<file path="src/sv/rits_pkg.sv">
// Package for the radix integer-to-symbols converter: constants, types, symbol lookup.
// Used by every module of the block but rits_ram; depends on nothing.
package rits_pkg;

    localparam int C_VALUE_BITS  = 32;
    localparam int C_RADIX_W     = 5;
    localparam int C_SYMBOL_W    = 8;
    localparam int C_DIGIT_W     = 4;
    localparam int C_TABLE_W     = 128;
    localparam int C_QUEUE_DEPTH = 2;
    localparam int C_DIV_STEPS   = 8;
    localparam int C_PADDR_W     = 5;
    localparam int C_PDATA_W     = 64;
    localparam int C_REG_IDX_W   = 2;

    localparam logic [C_RADIX_W-1:0]  C_MIN_RADIX = 5'd2;
    localparam logic [C_RADIX_W-1:0]  C_MAX_RADIX = 5'd16;
    localparam logic [C_SYMBOL_W-1:0] C_SYM_MINUS = 8'h2D;
    localparam logic [C_SYMBOL_W-1:0] C_SYM_PLUS  = 8'h2B;
    localparam logic [C_SYMBOL_W-1:0] C_SYM_SPACE = 8'h20;
    localparam logic [C_SYMBOL_W-1:0] C_SYM_NONE  = 8'h00;
    localparam logic [C_SYMBOL_W-1:0] C_CTRL_LO   = 8'd9;
    localparam logic [C_SYMBOL_W-1:0] C_CTRL_HI   = 8'd13;

    localparam logic [C_RADIX_W-1:0] C_RADIX_RST   = 5'd10;
    localparam logic [63:0]          C_SYM_LOW_RST  = 64'h3736_3534_3332_3130;
    localparam logic [63:0]          C_SYM_HIGH_RST = 64'h0000_0000_0000_3938;

    typedef enum logic [C_REG_IDX_W-1:0] {
        REG_RADIX    = 2'd0,
        REG_SYM_LOW  = 2'd1,
        REG_SYM_HIGH = 2'd2
    } t_reg_idx;

    typedef struct packed {
        logic bad;
        logic neg;
    } t_job_ctl;

    typedef enum logic [2:0] {
        BK_IDLE,
        BK_DIV,
        BK_SIGN,
        BK_READ,
        BK_LOAD,
        BK_BAD
    } t_back_state;

    function automatic logic [C_SYMBOL_W-1:0] f_symbol_at(
        input logic [C_TABLE_W-1:0] tbl,
        input logic [C_DIGIT_W-1:0] d
    );
        return tbl[{d, 3'b000} +: C_SYMBOL_W];
    endfunction

endpackage

</file>
<file path="src/sv/rits_ram.sv">
// Generic single-write, single-read RAM with registered read data.
// No package dependency.
module rits_ram #(
    parameter int WIDTH = 4,
    parameter int DEPTH = 32
) (
    input  logic                                   i_clk,
    input  logic                                   i_we,
    input  logic [(DEPTH > 1 ? $clog2(DEPTH) : 1)-1:0] i_waddr,
    input  logic [WIDTH-1:0]                       i_wdata,
    input  logic                                   i_re,
    input  logic [(DEPTH > 1 ? $clog2(DEPTH) : 1)-1:0] i_raddr,
    output logic [WIDTH-1:0]                       o_rdata
);
    logic [WIDTH-1:0] r_mem [DEPTH];
    logic [WIDTH-1:0] r_rdata;

    always_ff @(posedge i_clk) begin
        if (i_we) begin
            r_mem[i_waddr] <= i_wdata;
        end
        if (i_re) begin
            r_rdata <= r_mem[i_raddr];
        end
    end

    assign o_rdata = r_rdata;
endmodule

</file>
<file path="src/sv/rits_front.sv">
// Front end: accepts input items, checks the symbol table, forms sign and magnitude.
// Depends on rits_pkg; feeds rits_queue.
module rits_front #(
    parameter int VALUE_BITS = rits_pkg::C_VALUE_BITS
) (
    input  logic                              i_valid,
    output logic                              o_stall,
    input  logic [31:0]                       i_value,
    input  logic [rits_pkg::C_RADIX_W-1:0]    i_radix,
    input  logic [rits_pkg::C_TABLE_W-1:0]    i_table,
    input  logic                              i_full,
    output logic                              o_push,
    output rits_pkg::t_job_ctl                o_job_ctl,
    output logic [VALUE_BITS-1:0]             o_job_mag
);
    import rits_pkg::*;

    logic [VALUE_BITS-1:0] val;
    logic [C_SYMBOL_W-1:0] sym_i;
    logic                  bad;

    // table check: radix range, forbidden bytes and duplicates among used symbols
    always_comb begin
        bad = (i_radix < C_MIN_RADIX) || (i_radix > C_MAX_RADIX);
        sym_i = C_SYM_NONE;
        for (int i = 0; i < 16; i++) begin
            sym_i = f_symbol_at(i_table, C_DIGIT_W'(i));
            if (C_RADIX_W'(i) < i_radix) begin
                if (sym_i == C_SYM_NONE || sym_i == C_SYM_PLUS || sym_i == C_SYM_MINUS ||
                    sym_i == C_SYM_SPACE || (sym_i >= C_CTRL_LO && sym_i <= C_CTRL_HI)) begin
                    bad = 1'b1;
                end
                for (int j = i + 1; j < 16; j++) begin
                    if (C_RADIX_W'(j) < i_radix &&
                        f_symbol_at(i_table, C_DIGIT_W'(j)) == sym_i) begin
                        bad = 1'b1;
                    end
                end
            end
        end
    end

    assign val           = i_value[VALUE_BITS-1:0];
    assign o_job_ctl.bad = bad;
    assign o_job_ctl.neg = val[VALUE_BITS-1];
    // most negative value negates to itself, which is the right unsigned magnitude
    assign o_job_mag     = val[VALUE_BITS-1] ? (VALUE_BITS'(0) - val) : val;
    assign o_stall       = i_full;
    assign o_push        = i_valid && !i_full;
endmodule

</file>
<file path="src/sv/rits_queue.sv">
// Short FIFO between the front end and the conversion back end.
// Depends on rits_pkg for its depth.
module rits_queue #(
    parameter int DATA_W = 34
) (
    input  logic              i_clk,
    input  logic              i_rst_n,
    input  logic              i_push,
    input  logic [DATA_W-1:0] i_data,
    output logic              o_full,
    output logic              o_valid,
    output logic [DATA_W-1:0] o_data,
    input  logic              i_pop
);
    import rits_pkg::*;

    localparam int PW = (C_QUEUE_DEPTH > 1) ? $clog2(C_QUEUE_DEPTH) : 1;
    localparam int NW = $clog2(C_QUEUE_DEPTH + 1);

    logic [DATA_W-1:0] r_data [C_QUEUE_DEPTH];
    logic [PW-1:0]     r_wptr, n_wptr;
    logic [PW-1:0]     r_rptr, n_rptr;
    logic [NW-1:0]     r_count, n_count;
    logic              do_push, do_pop;

    assign o_full  = (r_count == NW'(C_QUEUE_DEPTH));
    assign o_valid = (r_count != '0);
    assign o_data  = r_data[r_rptr];
    assign do_push = i_push && !o_full;
    assign do_pop  = i_pop && o_valid;

    always_comb begin
        n_wptr  = r_wptr;
        n_rptr  = r_rptr;
        n_count = r_count;
        if (do_push) begin
            n_wptr = (r_wptr == PW'(C_QUEUE_DEPTH - 1)) ? '0 : r_wptr + PW'(1);
        end
        if (do_pop) begin
            n_rptr = (r_rptr == PW'(C_QUEUE_DEPTH - 1)) ? '0 : r_rptr + PW'(1);
        end
        if (do_push && !do_pop) begin
            n_count = r_count + NW'(1);
        end else if (do_pop && !do_push) begin
            n_count = r_count - NW'(1);
        end
    end

    always_ff @(posedge i_clk) begin
        if (!i_rst_n) begin
            r_wptr  <= '0;
            r_rptr  <= '0;
            r_count <= '0;
        end else begin
            r_wptr  <= n_wptr;
            r_rptr  <= n_rptr;
            r_count <= n_count;
        end
    end

    always_ff @(posedge i_clk) begin
        if (do_push) begin
            r_data[r_wptr] <= i_data;
        end
    end
endmodule

</file>
<file path="src/sv/rits_back.sv">
// Back end: repeated division by the radix into a digit stack, then symbol output.
// Depends on rits_pkg and rits_ram; pulls jobs from rits_queue.
module rits_back #(
    parameter int VALUE_BITS = rits_pkg::C_VALUE_BITS
) (
    input  logic                              i_clk,
    input  logic                              i_rst_n,
    input  logic [rits_pkg::C_RADIX_W-1:0]    i_radix,
    input  logic [rits_pkg::C_TABLE_W-1:0]    i_table,
    input  logic                              i_job_valid,
    input  rits_pkg::t_job_ctl                i_job_ctl,
    input  logic [VALUE_BITS-1:0]             i_job_mag,
    output logic                              o_job_pop,
    output logic                              o_valid,
    input  logic                              i_stall,
    output logic [rits_pkg::C_SYMBOL_W-1:0]   o_symbol,
    output logic                              o_last,
    output logic                              o_bad_table
);
    import rits_pkg::*;

    localparam int PAD_W = ((VALUE_BITS + C_DIV_STEPS - 1) / C_DIV_STEPS) * C_DIV_STEPS;
    localparam int NSTEP = PAD_W / C_DIV_STEPS;
    localparam int SW    = (NSTEP > 1) ? $clog2(NSTEP) : 1;
    localparam int AW    = (VALUE_BITS > 1) ? $clog2(VALUE_BITS) : 1;
    localparam int CW    = $clog2(VALUE_BITS + 1);

    t_back_state           r_state, n_state;
    logic [CW-1:0]         r_cnt, n_cnt;
    logic                  r_out_valid, n_out_valid;
    logic                  r_neg, n_neg;
    logic [PAD_W-1:0]      r_dvd, n_dvd;
    logic [C_DIGIT_W-1:0]  r_rem, n_rem;
    logic [SW-1:0]         r_step, n_step;
    logic [C_SYMBOL_W-1:0] r_out_symbol, n_out_symbol;
    logic                  r_out_last, n_out_last;
    logic                  r_out_bad, n_out_bad;

    logic [C_RADIX_W-1:0]  div_t;
    logic [C_DIGIT_W-1:0]  div_rem;
    logic [PAD_W-1:0]      div_q;
    logic                  slot_free;
    logic [CW-1:0]         cnt_m1;
    logic                  ram_we, ram_re;
    logic [C_DIGIT_W-1:0]  ram_rdata;

    // eight restoring steps per cycle; partial remainder stays below the radix
    always_comb begin
        div_q   = r_dvd;
        div_rem = r_rem;
        div_t   = '0;
        for (int k = 0; k < C_DIV_STEPS; k++) begin
            div_t = {div_rem, div_q[PAD_W-1]};
            div_q = {div_q[PAD_W-2:0], 1'b0};
            if (div_t >= i_radix) begin
                div_t    = div_t - i_radix;
                div_q[0] = 1'b1;
            end
            div_rem = div_t[C_DIGIT_W-1:0];
        end
    end

    assign slot_free = !r_out_valid || !i_stall;
    assign cnt_m1    = r_cnt - CW'(1);

    always_comb begin
        n_state      = r_state;
        n_cnt        = r_cnt;
        n_out_valid  = r_out_valid && i_stall;
        n_neg        = r_neg;
        n_dvd        = r_dvd;
        n_rem        = r_rem;
        n_step       = r_step;
        n_out_symbol = r_out_symbol;
        n_out_last   = r_out_last;
        n_out_bad    = r_out_bad;
        o_job_pop    = 1'b0;
        ram_we       = 1'b0;
        ram_re       = 1'b0;
        case (r_state)
            BK_IDLE: begin
                if (i_job_valid) begin
                    o_job_pop = 1'b1;
                    n_neg     = i_job_ctl.neg;
                    n_dvd     = PAD_W'(i_job_mag);
                    n_rem     = '0;
                    n_step    = '0;
                    n_cnt     = '0;
                    n_state   = i_job_ctl.bad ? BK_BAD : BK_DIV;
                end
            end
            BK_DIV: begin
                if (r_step == SW'(NSTEP - 1)) begin
                    ram_we = 1'b1;
                    n_cnt  = r_cnt + CW'(1);
                    n_dvd  = div_q;
                    n_rem  = '0;
                    n_step = '0;
                    if (div_q == '0 || r_cnt == CW'(VALUE_BITS - 1)) begin
                        n_state = r_neg ? BK_SIGN : BK_READ;
                    end
                end else begin
                    n_dvd  = div_q;
                    n_rem  = div_rem;
                    n_step = r_step + SW'(1);
                end
            end
            BK_SIGN: begin
                if (slot_free) begin
                    n_out_valid  = 1'b1;
                    n_out_symbol = C_SYM_MINUS;
                    n_out_last   = 1'b0;
                    n_out_bad    = 1'b0;
                    n_state      = BK_READ;
                end
            end
            BK_READ: begin
                ram_re  = 1'b1;
                n_state = BK_LOAD;
            end
            BK_LOAD: begin
                if (slot_free) begin
                    n_out_valid  = 1'b1;
                    n_out_symbol = f_symbol_at(i_table, ram_rdata);
                    n_out_last   = (r_cnt == CW'(1));
                    n_out_bad    = 1'b0;
                    n_cnt        = cnt_m1;
                    n_state      = (r_cnt == CW'(1)) ? BK_IDLE : BK_READ;
                end
            end
            BK_BAD: begin
                if (slot_free) begin
                    n_out_valid  = 1'b1;
                    n_out_symbol = C_SYM_NONE;
                    n_out_last   = 1'b1;
                    n_out_bad    = 1'b1;
                    n_state      = BK_IDLE;
                end
            end
            default: begin
                n_state = BK_IDLE;
            end
        endcase
    end

    always_ff @(posedge i_clk) begin
        if (!i_rst_n) begin
            r_state     <= BK_IDLE;
            r_cnt       <= '0;
            r_out_valid <= 1'b0;
        end else begin
            r_state     <= n_state;
            r_cnt       <= n_cnt;
            r_out_valid <= n_out_valid;
        end
    end

    always_ff @(posedge i_clk) begin
        r_neg        <= n_neg;
        r_dvd        <= n_dvd;
        r_rem        <= n_rem;
        r_step       <= n_step;
        r_out_symbol <= n_out_symbol;
        r_out_last   <= n_out_last;
        r_out_bad    <= n_out_bad;
    end

    // digit stack, least significant digit at the bottom
    rits_ram #(
        .WIDTH (C_DIGIT_W),
        .DEPTH (VALUE_BITS)
    ) u_stack (
        .i_clk   (i_clk),
        .i_we    (ram_we),
        .i_waddr (r_cnt[AW-1:0]),
        .i_wdata (div_rem),
        .i_re    (ram_re),
        .i_raddr (cnt_m1[AW-1:0]),
        .o_rdata (ram_rdata)
    );

    assign o_valid     = r_out_valid;
    assign o_symbol    = r_out_symbol;
    assign o_last      = r_out_last;
    assign o_bad_table = r_out_bad;

`ifndef SYNTHESIS
    a_cnt_bound: assert property (@(posedge i_clk) disable iff (!i_rst_n)
        r_cnt <= CW'(VALUE_BITS))
        else $error("digit count beyond value width");

    a_bad_form: assert property (@(posedge i_clk) disable iff (!i_rst_n)
        r_out_valid && r_out_bad |-> r_out_last && r_out_symbol == C_SYM_NONE)
        else $error("error item not single with zero symbol");

    a_idle_hold: assert property (@(posedge i_clk) disable iff (!i_rst_n)
        r_state == BK_IDLE && !i_job_valid |=> r_state == BK_IDLE)
        else $error("back end left idle without a job");

    a_pop_idle: assert property (@(posedge i_clk) disable iff (!i_rst_n)
        o_job_pop |-> r_state == BK_IDLE && i_job_valid)
        else $error("job popped while busy");
`endif
endmodule

</file>
<file path="src/sv/radix_integer_to_symbols_core.sv">
// Flow: an accepted item is in the queue in the next cycle; the back end, one value at a time,
// divides out each digit at 8 quotient bits per cycle over a 32-bit magnitude, then sends a minus
// sign if negative and the digit symbols, or a single error item; the front end takes items while
// the two-entry queue has room.
// Reset: synchronous, active low; registers return to radix 10 and table "0123456789",
// queue and output empty; the digit stack needs no clearing.
module radix_integer_to_symbols_core #(
    parameter int VALUE_BITS = rits_pkg::C_VALUE_BITS
) (
    input  logic                              i_clk,
    input  logic                              i_rst_n,
    input  logic                              i_valid,
    output logic                              o_stall,
    input  logic [31:0]                       i_value,
    output logic                              o_valid,
    input  logic                              i_stall,
    output logic [rits_pkg::C_SYMBOL_W-1:0]   o_symbol,
    output logic                              o_last,
    output logic                              o_bad_table,
    input  logic                              psel,
    input  logic                              penable,
    input  logic                              pwrite,
    input  logic [rits_pkg::C_PADDR_W-1:0]    paddr,
    input  logic [rits_pkg::C_PDATA_W-1:0]    pwdata,
    output logic [rits_pkg::C_PDATA_W-1:0]    prdata,
    output logic                              pready
);
    import rits_pkg::*;

    localparam int CTL_W  = $bits(t_job_ctl);
    localparam int DATA_W = CTL_W + VALUE_BITS;

    logic [C_RADIX_W-1:0] r_radix;
    logic [63:0]          r_sym_low;
    logic [63:0]          r_sym_high;
    logic [C_TABLE_W-1:0] table_bits;
    t_reg_idx             reg_idx;
    logic                 cfg_wr;

    logic                  q_full, q_push, q_valid, q_pop;
    logic [DATA_W-1:0]     q_in, q_out;
    t_job_ctl              front_ctl;
    logic [VALUE_BITS-1:0] front_mag;

    assign pready     = 1'b1;
    assign reg_idx    = t_reg_idx'(paddr[C_PADDR_W-1:3]);
    assign cfg_wr     = psel && penable && pwrite;
    assign table_bits = {r_sym_high, r_sym_low};

    always_ff @(posedge i_clk) begin
        if (!i_rst_n) begin
            r_radix    <= C_RADIX_RST;
            r_sym_low  <= C_SYM_LOW_RST;
            r_sym_high <= C_SYM_HIGH_RST;
        end else if (cfg_wr) begin
            case (reg_idx)
                REG_RADIX:    r_radix    <= pwdata[C_RADIX_W-1:0];
                REG_SYM_LOW:  r_sym_low  <= pwdata;
                REG_SYM_HIGH: r_sym_high <= pwdata;
                default:      ;
            endcase
        end
    end

    always_comb begin
        case (reg_idx)
            REG_RADIX:    prdata = C_PDATA_W'(r_radix);
            REG_SYM_LOW:  prdata = r_sym_low;
            REG_SYM_HIGH: prdata = r_sym_high;
            default:      prdata = '0;
        endcase
    end

    rits_front #(
        .VALUE_BITS (VALUE_BITS)
    ) u_front (
        .i_valid   (i_valid),
        .o_stall   (o_stall),
        .i_value   (i_value),
        .i_radix   (r_radix),
        .i_table   (table_bits),
        .i_full    (q_full),
        .o_push    (q_push),
        .o_job_ctl (front_ctl),
        .o_job_mag (front_mag)
    );

    assign q_in = {front_ctl, front_mag};

    rits_queue #(
        .DATA_W (DATA_W)
    ) u_queue (
        .i_clk   (i_clk),
        .i_rst_n (i_rst_n),
        .i_push  (q_push),
        .i_data  (q_in),
        .o_full  (q_full),
        .o_valid (q_valid),
        .o_data  (q_out),
        .i_pop   (q_pop)
    );

    rits_back #(
        .VALUE_BITS (VALUE_BITS)
    ) u_back (
        .i_clk       (i_clk),
        .i_rst_n     (i_rst_n),
        .i_radix     (r_radix),
        .i_table     (table_bits),
        .i_job_valid (q_valid),
        .i_job_ctl   (t_job_ctl'(q_out[DATA_W-1 -: CTL_W])),
        .i_job_mag   (q_out[VALUE_BITS-1:0]),
        .o_job_pop   (q_pop),
        .o_valid     (o_valid),
        .i_stall     (i_stall),
        .o_symbol    (o_symbol),
        .o_last      (o_last),
        .o_bad_table (o_bad_table)
    );
endmodule
</file>
<file path="config.mk">
export PLATFORM = sky130hd
export DESIGN_NAME = radix_integer_to_symbols_core
export DESIGN_NICKNAME = d
export VERILOG_FILES = /design/src/sv/rits_pkg.sv /design/src/sv/rits_ram.sv /design/src/sv/rits_front.sv /design/src/sv/rits_queue.sv /design/src/sv/rits_back.sv /design/src/sv/radix_integer_to_symbols_core.sv
export SDC_FILE = /design/constraint.sdc
export NUM_CORES = 2
export LEC_CHECK = 0
export BUFFER_PORTS_ARGS = -buffer_cell sky130_fd_sc_hd__buf_2
export CORE_MARGIN = 1
export CORE_UTILIZATION = 57
export DETAILED_ROUTE_END_ITERATION = 12
export PLACE_DENSITY = 0.78
export SLEW_MARGIN = 15
export SYNTH_ARGS = -nofsm -noshare
export SYNTH_HDL_FRONTEND = slang
export SYNTH_SLANG_ARGS = --single-unit
</file>
<file path="constraint.sdc">
create_clock -name i_clk -period 12 [get_ports i_clk]
set_input_delay 1.2 -clock i_clk [delete_from_list [all_inputs] [get_ports i_clk]]
set_output_delay 1.2 -clock i_clk [all_outputs]
set_load 0.02 [all_outputs]
</file>
==> qor.csv <==
metric,value,unit
status,completed,
layout cells sized above 1,15.8,%
Hold Crit Class,reg -> reg,
worst stage delay on the critical path,0.48,ns
Mapped Avg Cell Area,9.38,µm²
die area,0.0570,mm²
"top cells by area, synth","edfxtp_1 23%, xnor2_1 19%, xor2_1 9.4%",
"EDFF count, synth",249,
Synth top area share,23.4,%
Finished Layout Cells,4205,
initial core utilization,57.9,%
I/O pin cnt,185,
dpl cells,4126,
chip height,239,µm
setup violators final,0,
GR Overflow Total,0,
Setup Skew,0.0430,ns
"Arr. time, crit path",11.82,ns
max cap viols,0,
CTS tree,yes,
sequential share of the synthesized area,32.7,%
vias in the first global route,26500,
Crit path required time,12.51,ns
GRT Util Overall,37.6,%
"Net Count, Synth",3569,
H-tree levels,2,
Synth-to-Final Area Change,9.82,%
"antenna viol nets, final",0,
Worst slew margin,6.10,%
Worst Setup Start Kind,flip-flop,
first-pass GRT wire length,162000,µm
synth warn,0,
top post-synthesis cells by count,"685 x xnor2_1, 342 x xor2_1, 332 x nand2_1",
final-report hold violation count,0,
worst-margin pin slew,1.40,ns
initial antenna violation count,5,
ys flop type,edfxtp_1,
slowest stage cell on the critical path,or4_1,
fin. max-slew vios,0,
Yosys top cell by area,edfxtp_1,
min Tclk post-route,11.31,ns
nets,3585,
DR iter-0 viols,4387,
top-count cell post-synth,xnor2_1,
Async SR Flop Fraction,0,%
Synth Register Bits,397,
# clock sinks,397,
core area,0.0552,mm²
Die W,239,µm
Post-Syn Area,0.0320,mm²
critical path's most frequent cell,a21o_1,
Synth Instances,3406,
CTS buffer count,41,
CTS hold repair buffers,0,
Rows,86,
total placed instance area,0.0337,mm²
final HPWL from detailed placement,67700,µm
Final Instance Area,0.0351,mm²
"setup slack, reg-to-reg",0.69,ns
max frequency,0.0884,GHz
clock tree root buffer cell,clkbuf_16,
Setup Buffers After CTS,0,
DRC,0,
IO Port Bufs,180,
gpl congestion,1.11,
Netlist cell types,68,
Layout Utilization,63.6,%
CP endpoint kind,flip-flop,
final WL,110000,µm
worst skew pair latency,0.62,ns
largest net degree at the start of global routing,92,
DR WL/cell,26.1,µm
critical path class,reg -> reg,
Critical Path Fanout Max,9,
detailed-route via count,28300,
Clock Pin Slew Worst Setup and Hold Paths,0.06,ns
clk buf depth,3,
DRT Pass-1 Iters,9,
period utilization,94.2,%
vias per inst,6.73,
[cell families after synthesis]
logic type	count (synthesis)	share of synthesized area [%]
compound gates	421	9.19
xor+xnor	1027	28.1
fa+ha+maj	55	2.34
buf+inv	416	4.93
flops	397	32.7
mux	149	7.88
other cells	1	0.0117
simple gates	940	14.8
[worst max-delay path, delay by kind of cell (launching register included)]
| kind | cells | cell delay (ns) |
|---|---|---|
| compound gates | 26 | 5.28 |
| fa+ha+maj | 8 | 2.49 |
| mux | 6 | 2.09 |
| simple gates | 2 | 0.62 |
| flops | 1 | 0.36 |
| buf+inv | 3 | 0.36 |
[final timing paths]
kind                              startpoint           endpoint  cells past startpoint
worst max register to register    r_radix[1]  u_back.r_state[0]                     45
worst min-delay path            r_sym_low[5]       r_sym_low[5]                      2
worst min register to register  r_sym_low[5]       r_sym_low[5]                      2
worst max-delay path              r_radix[1]  u_back.r_state[0]                     45
[sequential cells by signal (all words and copies together) (netlist names), 2 cells and up, named ones only]
| signal | cells |
|---|---|
| r_radix | 5 |
| u_back.r_state | 3 |
| u_back.u_stack.r_mem | 128 |
| r_sym_high | 64 |
| r_sym_low | 64 |
| u_back.r_step | 2 |
| u_back.o_symbol | 8 |
| u_queue.r_data | 68 |
| u_queue.r_count | 2 |
| u_back.r_dvd | 32 |
| u_back.r_rem | 4 |
| u_back.u_stack.o_rdata | 4 |
| u_back.r_cnt | 6 |
[stage by stage]
stage	worst slack, ns	setup TNS (ns)	hold WS, ns
6_report	0.692	0	0.473
5_1_grt	-0.0303	-0.0303	0.507
3_5_place_dp	-0.0904	-1.05	0.459
4_1_cts	0.231	0	0.476
2_1_floorplan	-0.0273	-0.0273	0.502
3_3_place_gp	0.242	0	0.452
[metal layers]
metal	vias to the layer above	share of wire, %	global-route usage, %
met5	-	0.18	1.56
met4	12	7.3	22.0
met3	690	16	14.4
met2	2406	40	52.7
met1	13300	36	49.0
li1	11900	-	-
[cells in the final DEF (no fill, tap or decap), drive strengths merged, types with 83 or more instances in the layout]
cell      n
nand4   161
nand2   332
nor3     83
dfxtp   148
buf     347
nor4    127
edfxtp  249
xor2    342
a21boi   98
xnor2   685
[what timing repair did]
action	4_1_cts	5_1_grt
cloned	0	1
setup endpoints to repair	33	134
pin swaps	0	1
resized for setup	2	14
[cell type report]
cell class,count,area [µm²]
multi-input cells,2594,20100
flip-flops and latches,397,10400
clock inverters,23,180
repair buffers,347,2160
well taps,748,936
fillers,4377,20100
diodes,2,5.00
inverters,41,154
clock buffers,53,1130
Power is left out: the tool's default activity adds up to more than one toggle a clock period on the data nets, which glitch-free logic cannot reach.
